`config.mk`:
```
export PLATFORM = sky130hd
export DESIGN_NAME = hilbert_rtree_node_store_flat
export DESIGN_NICKNAME = d
export VERILOG_FILES = /design/src/rtl/hrns_pkg.sv /design/src/rtl/hrns_if.sv /design/src/rtl/hrns_slot_mem.sv /design/src/rtl/hilbert_rtree_node_store.sv /design/src/flat_wrapper.sv
export SDC_FILE = /design/constraint.sdc
export NUM_CORES = 2
export LEC_CHECK = 0
export ABC_AREA = 0
export BUFFER_PORTS_ARGS = -buffer_cell sky130_fd_sc_hd__buf_2
export CAP_MARGIN = 10
export CORE_ASPECT_RATIO = 1.25
export CORE_MARGIN = 5
export CORE_UTILIZATION = 32
export DETAILED_ROUTE_END_ITERATION = 8
export PLACE_DENSITY_LB_ADDON = 0.3
export SYNTH_ARGS = -nofsm -noshare
export SYNTH_HDL_FRONTEND = slang
export SYNTH_SLANG_ARGS = --single-unit
```
`constraint.sdc`:
```
create_clock -name clk -period 17.14 [get_ports clk]
set_input_delay 1.714 -clock clk [delete_from_list [all_inputs] [get_ports clk]]
set_output_delay 1.714 -clock clk [all_outputs]
set_load 0.005 [all_outputs]
```
`src/rtl/hrns_pkg.sv`:
```
// Shared codes for the Hilbert R-tree node store: item kinds and result status.
// No dependencies.
`timescale 1ns / 1ps

package hrns_pkg;

  typedef enum logic [1:0] {
    KIND_CLEAR  = 2'd0,
    KIND_INSERT = 2'd1,
    KIND_READ   = 2'd2
  } kind_t;

  typedef enum logic [1:0] {
    STAT_OK        = 2'd0,
    STAT_FULL      = 2'd1,
    STAT_BAD_INDEX = 2'd2
  } status_t;

endpackage

```
`src/rtl/hrns_if.sv`:
```
// Valid/ready channel interfaces for node store items and results.
// Depends on hrns_pkg.
`timescale 1ns / 1ps

interface hrns_in_if
  import hrns_pkg::*;
#(
  parameter int MAX_ENTRIES = 16,
  parameter int KEY_BITS    = 32,
  parameter int COORD_BITS  = 16
);
  localparam int IDX_W = $clog2(MAX_ENTRIES);

  logic                         valid;
  logic                         ready;
  kind_t                        kind;
  logic [KEY_BITS-1:0]          entry_key;
  logic signed [COORD_BITS-1:0] box_upper_x;
  logic signed [COORD_BITS-1:0] box_upper_y;
  logic signed [COORD_BITS-1:0] box_lower_x;
  logic signed [COORD_BITS-1:0] box_lower_y;
  logic [IDX_W-1:0]             read_index;

  modport source (
    output valid, kind, entry_key, box_upper_x, box_upper_y, box_lower_x,
           box_lower_y, read_index,
    input  ready
  );
  modport sink (
    input  valid, kind, entry_key, box_upper_x, box_upper_y, box_lower_x,
           box_lower_y, read_index,
    output ready
  );
endinterface

interface hrns_out_if
  import hrns_pkg::*;
#(
  parameter int MAX_ENTRIES = 16,
  parameter int KEY_BITS    = 32,
  parameter int COORD_BITS  = 16
);
  localparam int IDX_W = $clog2(MAX_ENTRIES);
  localparam int CNT_W = $clog2(MAX_ENTRIES + 1);

  logic                         valid;
  logic                         ready;
  logic [KEY_BITS-1:0]          key_out;
  logic signed [COORD_BITS-1:0] out_upper_x;
  logic signed [COORD_BITS-1:0] out_upper_y;
  logic signed [COORD_BITS-1:0] out_lower_x;
  logic signed [COORD_BITS-1:0] out_lower_y;
  logic [CNT_W-1:0]             entry_count;
  logic                         has_room;
  logic [IDX_W-1:0]             position;
  status_t                      status;

  modport source (
    output valid, key_out, out_upper_x, out_upper_y, out_lower_x, out_lower_y,
           entry_count, has_room, position, status,
    input  ready
  );
  modport sink (
    input  valid, key_out, out_upper_x, out_upper_y, out_lower_x, out_lower_y,
           entry_count, has_room, position, status,
    output ready
  );
endinterface

```
`src/rtl/hrns_slot_mem.sv`:
```
// Slot memory: one write port, one read port, registered read data.
// No dependencies.
`timescale 1ns / 1ps

module hrns_slot_mem #(
  parameter int WIDTH = 96,
  parameter int DEPTH = 16
) (
  input  logic                     clk,
  input  logic                     we,
  input  logic [$clog2(DEPTH)-1:0] waddr,
  input  logic [WIDTH-1:0]         wdata,
  input  logic [$clog2(DEPTH)-1:0] raddr,
  output logic [WIDTH-1:0]         rdata
);
  logic [WIDTH-1:0] mem [DEPTH];

  always_ff @(posedge clk) begin
    if (we) begin
      mem[waddr] <= wdata;
    end
    rdata <= mem[raddr];
  end
endmodule

```
`src/rtl/hilbert_rtree_node_store.sv`:
```
// Hilbert R-tree leaf node store: keeps up to MAX_ENTRIES entries (key plus
// rectangle) sorted by key in one slot memory, and answers clear, insert and
// read items with one result item each. Items are taken one at a time; a new
// item is accepted while the previous result still waits on the output.
// Clear, unused kind, rejected insert and insert into an empty node go from
// the accepting state straight to the result state; a read first passes one
// memory read state; an insert into a node holding N entries walks down from
// the top slot one slot per cycle, shifting each larger entry up by one, and
// places the new entry in slot 0 if its key is the smallest; the walk is paced
// by the one read and one write port of the slot memory. Node largest key and
// bounding box are kept in registers and updated on accept, so no summary
// pass is needed.
// Slots are not cleared after reset; data from slots at or above the count is never used.
// default_lhv (cfg_we/cfg_wdata) is picked up at the next clear.
// Depends on hrns_pkg, hrns_if, hrns_slot_mem.
`timescale 1ns / 1ps

module hilbert_rtree_node_store
  import hrns_pkg::*;
#(
  parameter int MAX_ENTRIES = 16,
  parameter int KEY_BITS    = 32,
  parameter int COORD_BITS  = 16
) (
  input  logic                clk,
  input  logic                rst_n,
  input  logic                cfg_we,
  input  logic [KEY_BITS-1:0] cfg_wdata,
  hrns_in_if.sink             in_ch,
  hrns_out_if.source          out_ch
);
  localparam int IDX_W = $clog2(MAX_ENTRIES);
  localparam int CNT_W = $clog2(MAX_ENTRIES + 1);
  localparam int ENT_W = KEY_BITS + 4 * COORD_BITS;

  typedef struct packed {
    logic signed [COORD_BITS-1:0] ux;
    logic signed [COORD_BITS-1:0] uy;
    logic signed [COORD_BITS-1:0] lx;
    logic signed [COORD_BITS-1:0] ly;
  } box_t;

  typedef struct packed {
    logic [KEY_BITS-1:0] key;
    box_t                box;
  } entry_t;

  typedef enum logic [2:0] {
    S_IDLE,   // waiting for an item
    S_READ,   // slot data for a read arrives
    S_WALK,   // insert: compare and shift one slot per cycle
    S_PLACE,  // insert: new entry lands in slot 0
    S_DONE    // result ready, waiting for the output register
  } state_t;

  // Control state
  state_t              state_r;
  logic [CNT_W-1:0]    count_r;
  logic [KEY_BITS-1:0] max_key_r;
  box_t                bounds_r;
  logic [KEY_BITS-1:0] lhv_r;
  logic                out_valid_r;

  // Item and result payload
  entry_t              new_entry_r;
  logic [IDX_W-1:0]    cur_r;
  logic                idx_ok_r;
  logic [KEY_BITS-1:0] res_key_r;
  box_t                res_box_r;
  logic [IDX_W-1:0]    res_pos_r;
  status_t             res_status_r;
  logic [KEY_BITS-1:0] out_key_r;
  box_t                out_box_r;
  logic [CNT_W-1:0]    out_count_r;
  logic                out_room_r;
  logic [IDX_W-1:0]    out_pos_r;
  status_t             out_status_r;

  // Memory ports
  logic                mem_we;
  logic [IDX_W-1:0]    mem_waddr;
  logic [ENT_W-1:0]    mem_wdata;
  logic [IDX_W-1:0]    mem_raddr;
  logic [ENT_W-1:0]    mem_rdata;

  logic                in_fire;
  logic                full;
  logic                empty;
  logic                out_free;
  logic                walk_shift;
  logic [CNT_W-1:0]    cnt_m1;
  entry_t              in_entry;
  entry_t              rd_entry;
  box_t                merged_box;
  box_t                ins_box;
  logic [KEY_BITS-1:0] ins_max;

  hrns_slot_mem #(
    .WIDTH (ENT_W),
    .DEPTH (MAX_ENTRIES)
  ) u_slot_mem (
    .clk   (clk),
    .we    (mem_we),
    .waddr (mem_waddr),
    .wdata (mem_wdata),
    .raddr (mem_raddr),
    .rdata (mem_rdata)
  );

  assign in_ch.ready = (state_r == S_IDLE);
  assign in_fire     = in_ch.valid && in_ch.ready;
  assign full        = (count_r == CNT_W'(MAX_ENTRIES));
  assign empty       = (count_r == '0);
  assign cnt_m1      = count_r - 1'b1;
  assign out_free    = !out_valid_r || out_ch.ready;
  assign rd_entry    = entry_t'(mem_rdata);
  assign walk_shift  = (new_entry_r.key < rd_entry.key);

  assign in_entry.key    = in_ch.entry_key;
  assign in_entry.box.ux = in_ch.box_upper_x;
  assign in_entry.box.uy = in_ch.box_upper_y;
  assign in_entry.box.lx = in_ch.box_lower_x;
  assign in_entry.box.ly = in_ch.box_lower_y;

  // Inserts only grow the node, so the summary merges in the new entry.
  always_comb begin
    merged_box.ux = (in_entry.box.ux > bounds_r.ux) ? in_entry.box.ux : bounds_r.ux;
    merged_box.uy = (in_entry.box.uy > bounds_r.uy) ? in_entry.box.uy : bounds_r.uy;
    merged_box.lx = (in_entry.box.lx < bounds_r.lx) ? in_entry.box.lx : bounds_r.lx;
    merged_box.ly = (in_entry.box.ly < bounds_r.ly) ? in_entry.box.ly : bounds_r.ly;
    ins_box       = empty ? in_entry.box : merged_box;
    ins_max       = (empty || (in_entry.key > max_key_r)) ? in_entry.key : max_key_r;
  end

  // Slot memory access. The walk writes slot cur+1 and reads slot cur-1,
  // so read and write never hit the same slot in one cycle.
  always_comb begin
    mem_we    = 1'b0;
    mem_waddr = '0;
    mem_wdata = new_entry_r;
    mem_raddr = cur_r - 1'b1;
    unique case (state_r)
      S_IDLE: begin
        mem_raddr = (in_ch.kind == KIND_READ) ? in_ch.read_index : cnt_m1[IDX_W-1:0];
        if (in_fire && (in_ch.kind == KIND_INSERT) && empty) begin
          mem_we    = 1'b1;
          mem_wdata = in_entry;
        end
      end
      S_WALK: begin
        mem_we    = 1'b1;
        mem_waddr = cur_r + 1'b1;
        mem_wdata = walk_shift ? mem_rdata : new_entry_r;
      end
      S_PLACE: begin
        mem_we = 1'b1;
      end
      S_READ, S_DONE: begin
      end
      default: begin
      end
    endcase
  end

  // FSM, node summary and output valid
  always_ff @(posedge clk) begin
    if (!rst_n) begin
      state_r     <= S_IDLE;
      count_r     <= '0;
      max_key_r   <= '0;
      bounds_r    <= '0;
      lhv_r       <= '0;
      out_valid_r <= 1'b0;
    end else begin
      if (cfg_we) begin
        lhv_r <= cfg_wdata;
      end
      // in S_DONE the output register is free here and gets reloaded below
      if (out_valid_r && out_ch.ready && (state_r != S_DONE)) begin
        out_valid_r <= 1'b0;
      end
      unique case (state_r)
        S_IDLE: begin
          if (in_fire) begin
            case (in_ch.kind)
              KIND_CLEAR: begin
                count_r   <= '0;
                max_key_r <= lhv_r;
                bounds_r  <= '0;
                state_r   <= S_DONE;
              end
              KIND_INSERT: begin
                if (full) begin
                  state_r <= S_DONE;
                end else begin
                  count_r   <= count_r + 1'b1;
                  max_key_r <= ins_max;
                  bounds_r  <= ins_box;
                  state_r   <= empty ? S_DONE : S_WALK;
                end
              end
              KIND_READ: state_r <= S_READ;
              default:   state_r <= S_DONE;
            endcase
          end
        end
        S_READ: state_r <= S_DONE;
        S_WALK: begin
          if (!walk_shift) begin
            state_r <= S_DONE;
          end else if (cur_r == '0) begin
            state_r <= S_PLACE;
          end
        end
        S_PLACE: state_r <= S_DONE;
        S_DONE: begin
          if (out_free) begin
            out_valid_r <= 1'b1;
            state_r     <= S_IDLE;
          end
        end
        default: state_r <= S_IDLE;
      endcase
    end
  end

  // Item, result and output payload
  always_ff @(posedge clk) begin
    unique case (state_r)
      S_IDLE: begin
        if (in_fire) begin
          new_entry_r <= in_entry;
          cur_r       <= cnt_m1[IDX_W-1:0];
          idx_ok_r    <= (CNT_W'(in_ch.read_index) < count_r);
          res_pos_r   <= '0;
          case (in_ch.kind)
            KIND_CLEAR: begin
              res_key_r    <= lhv_r;
              res_box_r    <= '0;
              res_status_r <= STAT_OK;
            end
            KIND_INSERT: begin
              if (full) begin
                res_key_r    <= max_key_r;
                res_box_r    <= bounds_r;
                res_status_r <= STAT_FULL;
              end else begin
                res_key_r    <= ins_max;
                res_box_r    <= ins_box;
                res_status_r <= STAT_OK;
              end
            end
            KIND_READ: begin
              res_status_r <= STAT_OK;
            end
            default: begin
              res_key_r    <= max_key_r;
              res_box_r    <= bounds_r;
              res_status_r <= STAT_OK;
            end
          endcase
        end
      end
      S_READ: begin
        if (idx_ok_r) begin
          res_key_r    <= rd_entry.key;
          res_box_r    <= rd_entry.box;
          res_status_r <= STAT_OK;
        end else begin
          res_key_r    <= '0;
          res_box_r    <= '0;
          res_status_r <= STAT_BAD_INDEX;
        end
      end
      S_WALK: begin
        cur_r <= cur_r - 1'b1;
        if (!walk_shift) begin
          res_pos_r <= cur_r + 1'b1;
        end
      end
      S_PLACE: begin
        res_pos_r <= '0;
      end
      S_DONE: begin
        if (out_free) begin
          out_key_r    <= res_key_r;
          out_box_r    <= res_box_r;
          out_count_r  <= count_r;
          out_room_r   <= (count_r < CNT_W'(MAX_ENTRIES));
          out_pos_r    <= res_pos_r;
          out_status_r <= res_status_r;
        end
      end
      default: begin
      end
    endcase
  end

  assign out_ch.valid       = out_valid_r;
  assign out_ch.key_out     = out_key_r;
  assign out_ch.out_upper_x = out_box_r.ux;
  assign out_ch.out_upper_y = out_box_r.uy;
  assign out_ch.out_lower_x = out_box_r.lx;
  assign out_ch.out_lower_y = out_box_r.ly;
  assign out_ch.entry_count = out_count_r;
  assign out_ch.has_room    = out_room_r;
  assign out_ch.position    = out_pos_r;
  assign out_ch.status      = out_status_r;

endmodule

```
`src/flat_wrapper.sv`:
```
// flat-port wrapper written by rule: the top's interface ports become plain ports
module hilbert_rtree_node_store_flat import hrns_pkg::*;
#(
  parameter int MAX_ENTRIES = 16,
  parameter int KEY_BITS    = 32,
  parameter int COORD_BITS  = 16
)
  (clk, rst_n, cfg_we, cfg_wdata, in_ch_valid, in_ch_kind, in_ch_entry_key, in_ch_box_upper_x, in_ch_box_upper_y, in_ch_box_lower_x, in_ch_box_lower_y, in_ch_read_index, in_ch_ready, out_ch_valid, out_ch_key_out, out_ch_out_upper_x, out_ch_out_upper_y, out_ch_out_lower_x, out_ch_out_lower_y, out_ch_entry_count, out_ch_has_room, out_ch_position, out_ch_status, out_ch_ready);
  hrns_in_if #(.MAX_ENTRIES(MAX_ENTRIES), .KEY_BITS(KEY_BITS), .COORD_BITS(COORD_BITS)) in_ch_i ();
  hrns_out_if #(.MAX_ENTRIES(MAX_ENTRIES), .KEY_BITS(KEY_BITS), .COORD_BITS(COORD_BITS)) out_ch_i ();
  input  logic clk;
  input  logic rst_n;
  input  logic cfg_we;
  input  logic [KEY_BITS-1:0] cfg_wdata;
  input wire logic [$bits(in_ch_i.valid)-1:0] in_ch_valid;
  input wire logic [$bits(in_ch_i.kind)-1:0] in_ch_kind;
  input wire logic [$bits(in_ch_i.entry_key)-1:0] in_ch_entry_key;
  input wire logic [$bits(in_ch_i.box_upper_x)-1:0] in_ch_box_upper_x;
  input wire logic [$bits(in_ch_i.box_upper_y)-1:0] in_ch_box_upper_y;
  input wire logic [$bits(in_ch_i.box_lower_x)-1:0] in_ch_box_lower_x;
  input wire logic [$bits(in_ch_i.box_lower_y)-1:0] in_ch_box_lower_y;
  input wire logic [$bits(in_ch_i.read_index)-1:0] in_ch_read_index;
  output wire logic [$bits(in_ch_i.ready)-1:0] in_ch_ready;
  output wire logic [$bits(out_ch_i.valid)-1:0] out_ch_valid;
  output wire logic [$bits(out_ch_i.key_out)-1:0] out_ch_key_out;
  output wire logic [$bits(out_ch_i.out_upper_x)-1:0] out_ch_out_upper_x;
  output wire logic [$bits(out_ch_i.out_upper_y)-1:0] out_ch_out_upper_y;
  output wire logic [$bits(out_ch_i.out_lower_x)-1:0] out_ch_out_lower_x;
  output wire logic [$bits(out_ch_i.out_lower_y)-1:0] out_ch_out_lower_y;
  output wire logic [$bits(out_ch_i.entry_count)-1:0] out_ch_entry_count;
  output wire logic [$bits(out_ch_i.has_room)-1:0] out_ch_has_room;
  output wire logic [$bits(out_ch_i.position)-1:0] out_ch_position;
  output wire logic [$bits(out_ch_i.status)-1:0] out_ch_status;
  input wire logic [$bits(out_ch_i.ready)-1:0] out_ch_ready;
  assign in_ch_i.valid = in_ch_valid;
  assign in_ch_i.kind = in_ch_kind;
  assign in_ch_i.entry_key = in_ch_entry_key;
  assign in_ch_i.box_upper_x = in_ch_box_upper_x;
  assign in_ch_i.box_upper_y = in_ch_box_upper_y;
  assign in_ch_i.box_lower_x = in_ch_box_lower_x;
  assign in_ch_i.box_lower_y = in_ch_box_lower_y;
  assign in_ch_i.read_index = in_ch_read_index;
  assign in_ch_ready = in_ch_i.ready;
  assign out_ch_valid = out_ch_i.valid;
  assign out_ch_key_out = out_ch_i.key_out;
  assign out_ch_out_upper_x = out_ch_i.out_upper_x;
  assign out_ch_out_upper_y = out_ch_i.out_upper_y;
  assign out_ch_out_lower_x = out_ch_i.out_lower_x;
  assign out_ch_out_lower_y = out_ch_i.out_lower_y;
  assign out_ch_entry_count = out_ch_i.entry_count;
  assign out_ch_has_room = out_ch_i.has_room;
  assign out_ch_position = out_ch_i.position;
  assign out_ch_status = out_ch_i.status;
  assign out_ch_i.ready = out_ch_ready;
  hilbert_rtree_node_store #(.MAX_ENTRIES(MAX_ENTRIES), .KEY_BITS(KEY_BITS), .COORD_BITS(COORD_BITS)) u_core (.clk(clk), .rst_n(rst_n), .cfg_we(cfg_we), .cfg_wdata(cfg_wdata), .in_ch(in_ch_i), .out_ch(out_ch_i));
endmodule
```
==> metrics.md <==
| Metric | Value |
|---|---|
| Status | finished with violations |
| Violated checks | slew limit |
| Power Total | 11.9 mW |
| # clock sinks | 2,080 |
| Placed standard-cell area | 0.0925 sq mm |
| Area Overhead vs Synth | 13.8% |
| Worst VDD drop | 0.0879 mV |
| Synth Area in Compound Gates | 0.0666 |
| Syn nets | 5,775 |
| R2r endpoint | u_core.u_slot_mem.mem[7][64] |
| Worst Tran Pin Value | 1550 ps |
| Worst min path class | register to register |
| Fin. Hold Viols | 0 |
| Final Skew | 97.7 ps |
| Met1 GRT Util | 0.220 |
| Global Route met3 Usage | 0.0297 |
| Largest family of logic cells by synthesized area | multiplexers |
| Met2 usage | 0.292 |
| XOR/XNOR Fraction of Synth Area | 0.000803 |
| Pin count of the biggest net entering global routing | 142 |
| Slowest cell delay on critical path | 1030 ps |
| WL/cell | 26.6 microns |
| Residual DRC count | 0 |
| 1st-iter DRT viols | 4,437 |
| Setup Crit Path Kind | register to register |
| Yosys top cell area share | 0.636 |
| Total GRT Usage | 0.172 |
| R2R setup slack | 11,170 ps |
| Register area share after synthesis | 0.689 |
| Vias | 49,757 |
| Nets@finish | 6,033 |
| Design area | 0.0993 sq mm |
| Setup TNS | 0 ps |
| Post-Layout Cell Count | 9,506 |
| Adder-cell share of the synthesized area | 0.0196 |
| Simple-Gate Fraction of Synth Area | 0.0230 |
| HPWL Detailed | 147 mm |
| EDFF count, synth | 1,847 |
| Row count | 214 |
| Final hold slack | 417 ps |
| Average cell area after synthesis | 15.9 sq um |
| Synthesized area | 0.0873 sq mm |
| Synth Flop Type | edfxtp_1 |
| Worst reg2reg startpoint | u_core.u_slot_mem.rdata[66] |
| Fin worst setup slack | 11,170 ps |
| Total Wirelength | 253 mm |
| Seq cells post-synth | 2,080 |
| CTS tree | done |
| Min-Delay Path Depth | 0 |
| Initial Util | 0.321 |
| Dpl ws | 10,580 ps |
| First-pass GRT wire length | 359 mm |
| Mux share of post-synthesis cell area | 0.170 |
| CP Max Fanout | 42 |
| GR peak layer | met2 |
| WHS Endpoint | u_core.out_ch.out_lower_y[4] |
| Worst path arrival time | 6450 ps |
| HP Start | u_core.res_box_r[4] |
| Yosys warns | 0 |
| Critical path's slowest cell | o31ai_1 |
| Layout cells sized above 1 | 0.129 |
| Fin crit share | 0.349 |
| Drt first pass iters | 5 |
| FFs w/ async S/R, synth | 0 |
| Final setup viols | 0 |
| Hold_buf cts | 0 |
| Netlist cell types | 67 |
| CORE AREA | 0.272 sq mm |
| Cts repair resizes | 0 |
| RSZ-0062 raised after global routing | false |
| Fillers | 25,357 |
| Die width | 477 microns |
| R2R depth | 11 |
| Die area | 0.283 sq mm |
| Cell count after synthesis | 5,499 |
| Antenna violations before repair | 46 |
| Fmax | 167 MHz |
| Crit. End Element | register |
| Worst skew pair latency | 910 ps |
| Port Buffers | 248 |
| Number of CTS-inserted buffers | 208 |
| Max-cap violations | 0 |
| Min cycle time layout | 5970 ps |
| Static leakage | 39.6 nW |
| Grt ovf | 0 |
| WP data required | 17,620 ps |
| Placed insts | 9,102 |
| P per Cell Area | 120 mW/mm^2 |
| Critical Path Start Type | register |
| H-tree depth | 4 |
| Slew Limit Fails | 1 |
| Vias in the first global route | 49,970 |
| Largest area contributor in the netlist | edfxtp_1 |
| Post-DR vias/cell | 5.23 |
| Worst-path cell chain | inv_1 -> ha_1 -> o21ai_0 -> a21oi_1 -> a221oi_1 -> o31ai_1 -> a211o_4 -> buf_4 -> buf_4 -> o22ai_1 -> a21oi_1 |
| Clk slew on worst S/H paths | 60 ps |
| Clock buffer depth | 4 |
| Root Buffer | clkbuf_16 |
| Io pins | 249 |
| GPL Wtd Cong | 0.785 |
| Routed Antenna Nets | 0 |
| Ranking of synthesized cells by area | edfxtp_1, mux2i_1, dfxtp_1 |
| Setup Buffers After CTS | 0 |
| Die Height | 594 microns |
| Final Util | 0.365 |
| Slew HR | -0.0366 |
cell type report:
type                    instances  area (sq um)  share of cell area
inverters                     245           925             0.00931
repair buffers                379          2320              0.0234
clock inverters                99           978             0.00985
well taps                    3564          4460              0.0449
clock buffers                 279          5740              0.0578
diodes                         17          42.5            0.000428
flip-flops and latches       2080         60100               0.606
multi-input cells            2843         24700               0.249
cells in the mapped netlist, types with 9 or more instances:
| library cell | count |
|---|---|
| o221ai_1 | 17 |
| o21a_1 | 35 |
| o221a_2 | 32 |
| nor3_1 | 135 |
| nand2_1 | 53 |
| mux2i_1 | 1476 |
| inv_1 | 244 |
| buf_6 | 47 |
| ha_1 | 137 |
| a21oi_1 | 242 |
| o21ai_0 | 29 |
| buf_2 | 127 |
| nor2_1 | 98 |
| a221o_1 | 96 |
| nand3_1 | 9 |
| a32o_1 | 48 |
| a22o_1 | 48 |
| and3_1 | 39 |
| nand4_1 | 31 |
| edfxtp_1 | 1847 |
| a21o_1 | 18 |
| clkbuf_1 | 136 |
| buf_4 | 15 |
| dfxtp_1 | 233 |
| o22ai_1 | 194 |
| nor2b_1 | 10 |
worst max-delay path: cells and delay by family (launching register included):
kind	cells	cell delay [ps]
compound gates	7	3420
buf+inv	3	1280
flops	1	550
fa+ha+maj	1	280
placed cells by master, fill, tap and decap left out, types with 6 or more instances in the layout:
cell,n
edfxtp_1,1847
mux2i_1,1475
buf_2,248
inv_1,243
a21oi_1,240
dfxtp_1,232
clkbuf_16,211
o22ai_1,194
ha_1,137
nor3_1,135
buf_4,121
a221o_1,96
nor2_1,80
nand2_1,52
a22o_1,48
a32o_1,48
clkbuf_1,48
and3_1,39
o21a_1,35
clkinv_2,34
o221a_2,32
clkinv_1,32
nand4_1,31
o21ai_0,28
clkbuf_8,21
bufinv_16,19
a21o_1,18
diode_2,17
o221ai_1,17
nor2_4,17
nor2b_1,9
nand3_1,9
nand2b_1,8
a211oi_1,8
buf_12,7
inv_6,6
worst max-delay path by stage:
stage,cells after the start,slack [ps],startpoint,end
after global routing,11,11020,u_core.u_slot_mem.rdata[66],u_core.u_slot_mem.mem[11][35]
after detailed placement,12,10580,in_ch_kind[0],u_core.u_slot_mem.rdata[88]
after global placement,12,10610,in_ch_kind[0],u_core.u_slot_mem.rdata[89]
after CTS,11,11140,u_core.u_slot_mem.rdata[66],u_core.u_slot_mem.mem[6][39]
after floorplan,4,7560,in_ch_kind[0],u_core.res_box_r[0]
final,11,11170,u_core.u_slot_mem.rdata[66],u_core.u_slot_mem.mem[7][64]
metal layers:
| layer | share of wire | wire, microns |
|---|---|---|
| met3 | 0.060 | 15200 |
| met1 | 0.42 | 105000 |
| met4 | 0.036 | 9030 |
| met2 | 0.49 | 124000 |
| met5 | 0.00038 | 96 |
power by group:
part	switching [mW]	internal, mW	total, mW	leakage [nW]
clock network	1.93	2.63	4.55	3.30
registers	0.130	5.78	5.91	18.7
logic	0.942	0.541	1.48	17.6
total	3.00	8.94	11.9	39.6
registers in the layout, summed over array words and instances, names as in the netlist, 32 cells and up:
register	count
u_core.out_ch.key_out	32
u_core.res_key_r	32
u_core.max_key_r	32
u_core.new_entry_r	96
u_core.lhv_r	32
u_core.bounds_r	64
u_core.u_slot_mem.mem	1536
u_core.res_box_r	64
u_core.u_slot_mem.rdata	96
cells by family (layout without fill, tap and decap cells):
| logic type | count (synthesis) | after routing |
|---|---|---|
| xor gates and xnor gates | 8 | 8 |
| DFF | 2080 | 2080 |
| muxes | 1479 | 1479 |
| adders and majority gates | 137 | 137 |
| other | 0 | 17 |
| AOI/OAI and AO/OA | 814 | 814 |
| buffers and inverters | 576 | 1002 |
| and+or+nand+nor | 405 | 405 |
Power figures use the tool's default switching activity.
